File: src/sv/cbbc_pkg.sv
// Shared types and constants for the comment- and quote-aware bracket counter.
// No dependencies; every other file imports this package.
package cbbc_pkg;

    localparam int COUNT_WIDTH_DEF = 16;
    localparam int OUT_W           = 16;
    localparam int NUM_TALLY       = 10;
    localparam int MODE_W          = 4;
    localparam int DATA_W          = NUM_TALLY * OUT_W;

    // lexer mode codes
    localparam logic [MODE_W-1:0] MODE_PLAIN         = 4'd0;
    localparam logic [MODE_W-1:0] MODE_LINE_COMMENT  = 4'd1;
    localparam logic [MODE_W-1:0] MODE_BLOCK_COMMENT = 4'd2;
    localparam logic [MODE_W-1:0] MODE_SINGLE_QUOTE  = 4'd3;
    localparam logic [MODE_W-1:0] MODE_DOUBLE_QUOTE  = 4'd4;
    localparam logic [MODE_W-1:0] MODE_COMMENT_ENTRY = 4'd5;
    localparam logic [MODE_W-1:0] MODE_COMMENT_EXIT  = 4'd6;
    localparam logic [MODE_W-1:0] MODE_QUOTE_ENTRY   = 4'd7;
    localparam logic [MODE_W-1:0] MODE_QUOTE_EXIT    = 4'd8;

    // tally slots, in output order
    localparam int T_LPAREN  = 0;
    localparam int T_RPAREN  = 1;
    localparam int T_LSQUARE = 2;
    localparam int T_RSQUARE = 3;
    localparam int T_LCURLY  = 4;
    localparam int T_RCURLY  = 5;
    localparam int T_QSTART  = 6;
    localparam int T_QSTOP   = 7;
    localparam int T_CSTART  = 8;
    localparam int T_CSTOP   = 9;

    // characters of interest
    localparam logic [7:0] CH_LPAREN  = 8'h28;
    localparam logic [7:0] CH_RPAREN  = 8'h29;
    localparam logic [7:0] CH_LSQUARE = 8'h5B;
    localparam logic [7:0] CH_RSQUARE = 8'h5D;
    localparam logic [7:0] CH_LCURLY  = 8'h7B;
    localparam logic [7:0] CH_RCURLY  = 8'h7D;
    localparam logic [7:0] CH_SLASH   = 8'h2F;
    localparam logic [7:0] CH_STAR    = 8'h2A;
    localparam logic [7:0] CH_SQUOTE  = 8'h27;
    localparam logic [7:0] CH_DQUOTE  = 8'h22;
    localparam logic [7:0] CH_BSLASH  = 8'h5C;
    localparam logic [7:0] CH_NL      = 8'h0A;

    typedef struct packed {
        logic [MODE_W-1:0]    mode;
        logic [NUM_TALLY-1:0] bump;
    } lex_res_t;

endpackage

File: src/sv/cbbc_lex_step.sv
// One classification step of the lexer: next mode and which tally to bump.
// Depends on cbbc_pkg.
module cbbc_lex_step (
    input  logic [cbbc_pkg::MODE_W-1:0] mode,
    input  logic [7:0]                  prev,
    input  logic [7:0]                  cur,
    input  logic                        has_next,
    input  logic [7:0]                  nxt,
    output cbbc_pkg::lex_res_t          res
);
    import cbbc_pkg::*;

    logic [MODE_W-1:0] m;

    always_comb
    begin
        m = mode;
        case (mode)
            MODE_PLAIN:
            begin
                if (cur == CH_SLASH && has_next && (nxt == CH_STAR || nxt == CH_SLASH))
                    m = MODE_COMMENT_ENTRY;
                else if (cur == CH_SQUOTE || cur == CH_DQUOTE)
                    m = MODE_QUOTE_ENTRY;
                else
                    m = MODE_PLAIN;
            end
            MODE_COMMENT_ENTRY:
                m = (cur == CH_SLASH) ? MODE_LINE_COMMENT : MODE_BLOCK_COMMENT;
            MODE_QUOTE_ENTRY:
                m = (prev == CH_SQUOTE) ? MODE_SINGLE_QUOTE : MODE_DOUBLE_QUOTE;
            MODE_BLOCK_COMMENT:
            begin
                if (prev == CH_STAR && cur == CH_SLASH)
                    m = MODE_COMMENT_EXIT;
            end
            MODE_LINE_COMMENT:
            begin
                if (cur == CH_NL)
                    m = MODE_PLAIN;
            end
            MODE_SINGLE_QUOTE:
            begin
                if (prev != CH_BSLASH && cur == CH_SQUOTE)
                    m = MODE_QUOTE_EXIT;
            end
            MODE_DOUBLE_QUOTE:
            begin
                if (prev != CH_BSLASH && cur == CH_DQUOTE)
                    m = MODE_QUOTE_EXIT;
            end
            MODE_COMMENT_EXIT, MODE_QUOTE_EXIT:
                m = MODE_PLAIN;
            default:
                m = mode;
        endcase
    end

    always_comb
    begin
        res.mode = m;
        res.bump = '0;
        if (m == MODE_PLAIN)
        begin
            case (cur)
                CH_LPAREN:  res.bump[T_LPAREN]  = 1'b1;
                CH_RPAREN:  res.bump[T_RPAREN]  = 1'b1;
                CH_LSQUARE: res.bump[T_LSQUARE] = 1'b1;
                CH_RSQUARE: res.bump[T_RSQUARE] = 1'b1;
                CH_LCURLY:  res.bump[T_LCURLY]  = 1'b1;
                CH_RCURLY:  res.bump[T_RCURLY]  = 1'b1;
                default:    res.bump = '0;
            endcase
        end
        else if (m == MODE_QUOTE_ENTRY)
            res.bump[T_QSTART] = 1'b1;
        else if (m == MODE_QUOTE_EXIT)
            res.bump[T_QSTOP] = 1'b1;
        else if (mode == MODE_COMMENT_ENTRY && m == MODE_BLOCK_COMMENT)
            res.bump[T_CSTART] = 1'b1;
        else if (m == MODE_COMMENT_EXIT)
            res.bump[T_CSTOP] = 1'b1;
    end

endmodule

File: src/sv/cbbc_tally.sv
// Ten saturating counters, each bumped by up to two per word.
// Depends on cbbc_pkg.
module cbbc_tally #(
    parameter int COUNT_WIDTH = cbbc_pkg::COUNT_WIDTH_DEF
) (
    input  logic                                        clk,
    input  logic                                        rst_n,
    input  logic                                        en,
    input  logic                                        clear,
    input  logic [cbbc_pkg::NUM_TALLY-1:0]              bump_a,
    input  logic [cbbc_pkg::NUM_TALLY-1:0]              bump_b,
    output logic [cbbc_pkg::NUM_TALLY-1:0][COUNT_WIDTH-1:0] sum
);
    import cbbc_pkg::*;

    logic [NUM_TALLY-1:0][COUNT_WIDTH-1:0] tally_reg;
    logic [NUM_TALLY-1:0][COUNT_WIDTH-1:0] tally_next;

    for (genvar k = 0; k < NUM_TALLY; k++)
    begin : g_lane
        logic [COUNT_WIDTH:0] raw;
        assign raw = {1'b0, tally_reg[k]}
                   + {{COUNT_WIDTH{1'b0}}, bump_a[k]}
                   + {{COUNT_WIDTH{1'b0}}, bump_b[k]};
        // clamp at the top once the carry appears
        assign sum[k] = raw[COUNT_WIDTH] ? {COUNT_WIDTH{1'b1}} : raw[COUNT_WIDTH-1:0];
        assign tally_next[k] = clear ? '0 : sum[k];
    end

    always_ff @(posedge clk or negedge rst_n)
    begin
        if (!rst_n)
            tally_reg <= '0;
        else if (en)
            tally_reg <= tally_next;
    end

endmodule

File: src/sv/c_bracket_balance_counter_top.sv
// Top level of the comment- and quote-aware bracket counter for C text.
// Depends on cbbc_pkg, cbbc_lex_step and cbbc_tally.
//
//  channel | dir | tdata                      | tlast
//  s_*     | in  | text_byte [7:0]            | end_of_text
//  m_*     | out | ten 16-bit counts [159:0]  | -
//
// One word a cycle is taken, save that a final word waits while an unread result is held:
// a word is registered in the input register, then two lexer steps (held byte with
// lookahead, last byte without) feed the counters. A text's result is registered in the
// output register and waits; words that do not end a text keep flowing while it waits.
// Reset clears the lexer, the held byte and all counters; no clearing pass is needed.
module c_bracket_balance_counter_top #(
    parameter int COUNT_WIDTH = cbbc_pkg::COUNT_WIDTH_DEF
) (
    input  logic                        clk,
    input  logic                        rst_n,
    input  logic                        s_tvalid,
    output logic                        s_tready,
    input  logic [7:0]                  s_tdata,   // text_byte [7:0]
    input  logic                        s_tlast,
    output logic                        m_tvalid,
    input  logic                        m_tready,
    output logic [cbbc_pkg::DATA_W-1:0] m_tdata    // open_paren, close_paren, open_square,
                                                   // close_square, open_curly, close_curly,
                                                   // quote_start, quote_stop, comment_start,
                                                   // comment_stop: 16 bits each, lowest first
);
    import cbbc_pkg::*;

    logic              in_valid_reg;
    logic [7:0]        in_byte_reg;
    logic              in_last_reg;
    logic              proc_fire;

    logic [MODE_W-1:0] mode_reg;
    logic [7:0]        prev_reg;
    logic [7:0]        pend_reg;
    logic              pend_valid_reg;

    logic              out_valid_reg;
    logic [DATA_W-1:0] out_data_reg;
    logic [DATA_W-1:0] out_data_next;

    lex_res_t          res_a;
    lex_res_t          res_b;
    logic [MODE_W-1:0] mode_a;
    logic [7:0]        prev_a;
    logic [NUM_TALLY-1:0] bump_a;
    logic [NUM_TALLY-1:0] bump_b;
    logic [NUM_TALLY-1:0][COUNT_WIDTH-1:0] sum;

    // a final word may only move on when the output register is free or being read
    assign proc_fire = in_valid_reg && (!in_last_reg || !out_valid_reg || m_tready);
    assign s_tready  = !in_valid_reg || proc_fire;

    always_ff @(posedge clk or negedge rst_n)
    begin
        if (!rst_n)
            in_valid_reg <= 1'b0;
        else if (s_tready)
            in_valid_reg <= s_tvalid;
    end

    always_ff @(posedge clk)
    begin
        if (s_tready && s_tvalid)
        begin
            in_byte_reg <= s_tdata;
            in_last_reg <= s_tlast;
        end
    end

    cbbc_lex_step u_step_a (
        .mode     (mode_reg),
        .prev     (prev_reg),
        .cur      (pend_reg),
        .has_next (1'b1),
        .nxt      (in_byte_reg),
        .res      (res_a)
    );

    // skip the held-byte step when nothing is held
    assign mode_a = pend_valid_reg ? res_a.mode : mode_reg;
    assign prev_a = pend_valid_reg ? pend_reg : prev_reg;
    assign bump_a = pend_valid_reg ? res_a.bump : '0;

    cbbc_lex_step u_step_b (
        .mode     (mode_a),
        .prev     (prev_a),
        .cur      (in_byte_reg),
        .has_next (1'b0),
        .nxt      (8'h00),
        .res      (res_b)
    );

    assign bump_b = in_last_reg ? res_b.bump : '0;

    cbbc_tally #(
        .COUNT_WIDTH (COUNT_WIDTH)
    ) u_tally (
        .clk    (clk),
        .rst_n  (rst_n),
        .en     (proc_fire),
        .clear  (in_last_reg),
        .bump_a (bump_a),
        .bump_b (bump_b),
        .sum    (sum)
    );

    always_ff @(posedge clk or negedge rst_n)
    begin
        if (!rst_n)
        begin
            mode_reg       <= MODE_PLAIN;
            prev_reg       <= 8'h00;
            pend_reg       <= 8'h00;
            pend_valid_reg <= 1'b0;
        end
        else if (proc_fire)
        begin
            if (in_last_reg)
            begin
                mode_reg       <= MODE_PLAIN;
                prev_reg       <= 8'h00;
                pend_reg       <= 8'h00;
                pend_valid_reg <= 1'b0;
            end
            else
            begin
                mode_reg       <= mode_a;
                prev_reg       <= prev_a;
                pend_reg       <= in_byte_reg;
                pend_valid_reg <= 1'b1;
            end
        end
    end

    // fit each count into its 16-bit field
    for (genvar k = 0; k < NUM_TALLY; k++)
    begin : g_pack
        logic [COUNT_WIDTH+OUT_W-1:0] ext;
        assign ext = {{OUT_W{1'b0}}, sum[k]};
        assign out_data_next[k*OUT_W +: OUT_W] = ext[OUT_W-1:0];
    end

    always_ff @(posedge clk or negedge rst_n)
    begin
        if (!rst_n)
            out_valid_reg <= 1'b0;
        else if (proc_fire && in_last_reg)
            out_valid_reg <= 1'b1;
        else if (m_tready)
            out_valid_reg <= 1'b0;
    end

    always_ff @(posedge clk)
    begin
        if (proc_fire && in_last_reg)
            out_data_reg <= out_data_next;
    end

    assign m_tvalid = out_valid_reg;
    assign m_tdata  = out_data_reg;

endmodule

File: config.mk
export PLATFORM = sky130hd
export DESIGN_NAME = c_bracket_balance_counter_top
export DESIGN_NICKNAME = d
export VERILOG_FILES = /design/src/sv/cbbc_pkg.sv /design/src/sv/cbbc_lex_step.sv /design/src/sv/cbbc_tally.sv /design/src/sv/c_bracket_balance_counter_top.sv
export SDC_FILE = /design/constraint.sdc
export NUM_CORES = 1
export LEC_CHECK = 0
export BUFFER_PORTS_ARGS = -buffer_cell sky130_fd_sc_hd__buf_2
export CELL_PAD_IN_SITES_DETAIL_PLACEMENT = 1
export CELL_PAD_IN_SITES_GLOBAL_PLACEMENT = 1
export CORE_MARGIN = 2
export CORE_UTILIZATION = 45
export CTS_CLUSTER_SIZE = 30
export DETAILED_ROUTE_END_ITERATION = 16
export MAX_ROUTING_LAYER = met4
export PLACE_DENSITY_LB_ADDON = 0.1
export SYNTH_ARGS = -nofsm -noshare
export SYNTH_HDL_FRONTEND = slang
export SYNTH_SLANG_ARGS = --single-unit
File: constraint.sdc
create_clock -name clk -period 19.25 [get_ports clk]
set_clock_uncertainty 0.1 [all_clocks]
set_input_delay 3.85 -clock clk [delete_from_list [all_inputs] [get_ports clk]]
set_output_delay 3.85 -clock clk [all_outputs]
set_load 0.01 [all_outputs]
==> impl_summary.txt <==
----------------------------------------------------
[Run status]
  Result of the run ... complete, no violations

[Setup path]
  Critical path type ... input pin to primary output
  Most frequent cell on the critical path ... buf_2
  Combined buffer and inverter count along the critical path ... 2
  Data arrival time at the worst-slack endpoint ... 4.40 ns
  Max stage delay on crit path ... 0.23 ns
  Critical path's slowest cell ... nand4b_1
  CP max FO ... 3
  Kind of cell adding the most delay to the critical path ... buffers and inverters
  Required time of the worst setup path ... 15.30 ns
  Type of element capturing the critical path ... primary output
  Startpoint type of the worst setup path ... input pin
  R2R Setup Slk ... 11.55 ns
  Critical Path, Cell by Cell ... buf_2 > nand4b_1 > buf_2

[Layout]
  Area occupied by multi-input gates ... 0.007166 mm²
  Final Non-Filler Cells ... 2,264
  Fraction of layout cells with a size suffix above 1 ... 17.52%
  Most common cell after layout, fill and taps aside ... dfrtp_1
  # nets final ... 1,755
  Relative area change from synthesis to final layout ... 14.76%
  Fill count ... 4,140
  Register Area ... 0.009654 mm²
  Final instance area ... 0.01994 mm²
  Core Util, Final ... 52.68%
  Most used cells in the layout excluding fill and tap cells ... dfrtp_1 (183), buf_2 (173), edfxtp_1 (169), nand2_1 (162), a21oi_1 (137)

[GRT]
  Total Routing Usage GR ... 23.54%
  Remaining global-route overflow ... 0
  Initial antenna violation count ... 1
  Vias in the first global route ... 13,770
  Wire length of the first global-routing pass ... 74,710 µm
  Pin count of the biggest net entering global routing ... 147

[STA]
  Total negative setup slack ... 0 ns
  Setup repair after global routing missed its margin ... no
  Worst Tran Pin Value ... 1.078 ns
  Setup slack after layout ... 10.90 ns
  Final clock period utilization by the worst path ... 43.36%
  Final Setup Violations ... 0
  Max Freq ... 119.8 MHz
  Shortest clock period the worst path allows after layout ... 8.348 ns
  Number of hold violations in the final report ... 0
  Max-slew headroom at the worst pin ... 27.93%
  Final Slew Violations ... 0

[Placed design]
  Port Buffer Count ... 174
  Cell area after placement ... 0.01856 mm²
  Post-placement worst setup slack ... 10.91 ns
  HPWL after detailed placement ... 29,430 µm
  Global placer's final weighted congestion ... 0.8549
  Post-Place Cells ... 2,191

[Clocking]
  CTS tree ... done
  Clock root buffer master ... clkbuf_16
  Number of buffers created by CTS ... 40
  Maximum level of the CTS H-tree ... 2
  Sinks on the clock net ... 352
  Post-CTS setup buffers ... 0
  Hold buffer count at CTS ... 0
  Post-cts repair resize count ... 0
  Number of buffers between clock root and the deepest sink ... 3
  Clock-pin slew of the registers on the worst-case setup and hold paths ... 0.06 ns
  Source-to-sink clock delay at the later pin of the worst-skew pair ... 0.56 ns

[Die]
  Core box area ... 0.03784 mm²
  Die extent in y ... 200.5 µm
  Top-Level Pins ... 175
  Placement row count ... 71
  Die area ... 0.04019 mm²
  Die width ... 200.5 µm
  Initial standard-cell utilization of the core ... 45.91%

[Yosys]
  Synth Instances ... 1,596
  Asr flop ratio synth ... 51.99%
  Part of the Yosys area used for sequential elements ... 55.57%
  Primary FF master, synth ... dfrtp_1
  Number of synthesized register bits ... 352
  Average footprint of a synthesized cell ... 10.89 µm²
  Number of distinct library cells after synthesis ... 82
  Number of flops mapped to enable cells by yosys ... 169
  Area of the mapped netlist ... 0.01737 mm²
  Count of warnings emitted by yosys ... 0
  Number of nets in the synthesized netlist ... 1,629

[Flow run]
  Max-cap violations ... 0

[Route]
  Total wirelength of the detailed-routed design ... 45,920 µm
  Initial drt markers ... 706
  First-pass iteration count of the detailed router ... 5
  Remaining design rule violation count ... 0
  Average routed wire per standard cell ... 20.28 µm
  Final ANT Viol Nets ... 0
  Vias per Instance ... 5.829
  Total number of vias ... 13,200

[Power]
  Max rail drop VDD ... 0.00007437 V
  Leakage dissipation ... 8.910 nW
  Ratio of total power to cell area ... 90.01 mW/mm²

[Min path]
  Worst min-delay path category ... flop to flop

----------------------------------------------------
logic make-up (layout without fill, tap and decap cells):
logic type / Yosys count / in the layout / share of synthesized area, %
and+or+nand+nor: 558 / 558 / 16.65
AOI/OAI and AO/OA: 439 / 439 / 17.71
DFF: 352 / 352 / 55.57
buffers and inverters: 134 / 290 / 3.320
xor gates and xnor gates: 77 / 77 / 3.882
adders and majority gates: 20 / 20 / 1.873
muxes: 16 / 16 / 0.9939
other: 0 / 1 / 0
stage by stage:
stage	hold WS (ns)	power, mW
3_5_place_dp	0.4113	1.011
3_3_place_gp	0.3990	1.008
5_1_grt	0.4489	1.861
4_1_cts	0.4252	1.820
6_report	0.4274	1.795
2_1_floorplan	0.3829	0.9536
area by class of cell:
cell class                 count  area share (%)
antenna                        1         0.01255
inverter                      33          0.6213
timing repair buffer         185           4.889
clock inverter                23           1.362
multi-input combinational   1110           35.94
sequential                   352           48.42
tap                          511           3.207
clock buffer                  49           5.548
worst paths after layout:
kind / start / cells after the start / to
min: prev_reg[5]$_DFFE_PN0P_ / 1 / prev_reg[5]$_DFFE_PN0P_
max in group asynchronous: rst_n / 2 / u_tally.tally_reg[36]$_DFFE_PN0P_
min in group asynchronous: rst_n / 1 / u_tally.tally_reg[138]$_DFFE_PN0P_
max reg2reg: mode_reg[2]$_DFFE_PN0P_ / 19 / u_tally.tally_reg[18]$_DFFE_PN0P_
min reg2reg: prev_reg[5]$_DFFE_PN0P_ / 1 / prev_reg[5]$_DFFE_PN0P_
max: m_tready / 3 / s_tready
power breakdown:
part / internal, mW / leakage, nW / switching [mW]
sequential: 0.820 / 4.26 / 0.0227
combinational: 0.0449 / 3.97 / 0.108
clock: 0.489 / 0.678 / 0.311
total: 1.35 / 8.91 / 0.441
synth_stat cells, types with 4 or more instances:
cell,n,area share [%]
dfrtp_1,183,26
edfxtp_1,169,29
nand2_1,163,3.5
a21oi_1,137,3.9
nor2_1,99,2.1
a22o_1,91,4.6
clkbuf_1,84,1.8
nand3_1,65,1.9
o21ai_0,53,1.5
and3_1,49,1.8
a31oi_1,43,1.5
xnor2_1,42,2.1
o22a_1,39,2.0
xor2_1,35,1.8
inv_1,33,0.71
nand2b_1,30,1.1
nand4_1,22,0.79
nor3_1,19,0.55
and2_1,17,0.61
a31o_2,15,0.76
a41oi_1,11,0.55
and4_1,11,0.55
nand3b_1,11,0.48
nor4_1,11,0.40
o21a_1,11,0.48
fa_1,10,1.2
ha_1,10,0.72
mux2_2,10,0.65
nor2b_1,10,0.36
or3_1,9,0.32
buf_1,8,0.17
a41o_1,7,0.40
mux2i_1,6,0.35
clkbuf_8,5,0.40
nand4b_1,5,0.25
nor3b_1,4,0.17
nor4b_1,4,0.20
o31ai_1,4,0.17
worst reg2reg max path: stages (launching register included):
cell and delay [ns]:
dfrtp_1 0.59, or4bb_2 0.78, o21a_1 0.23, o221ai_4 0.10
nor2_1 0.12, nor3_1 0.66, nor4_1 0.15, a221oi_1 0.35
nand3_1 0.44, nor4_1 0.64, fa_1 0.31, ha_1 0.25
and4_1 0.35, nand4_1 0.19, nor2_1 0.37, nand4_1 0.25
nor2_1 0.24, nand3_1 0.79, a31o_2 0.57, a21oi_1 0.13
layer usage:
metal	up-vias	routed length, µm	GRT usage [%]
li1	6194	-	-
met1	6665	20840	30.90
met2	270	21990	38.16
met3	68	2209	3.701
met4	0	876	6.508
met5	-	0	-
(Power assumes the default switching activity.)
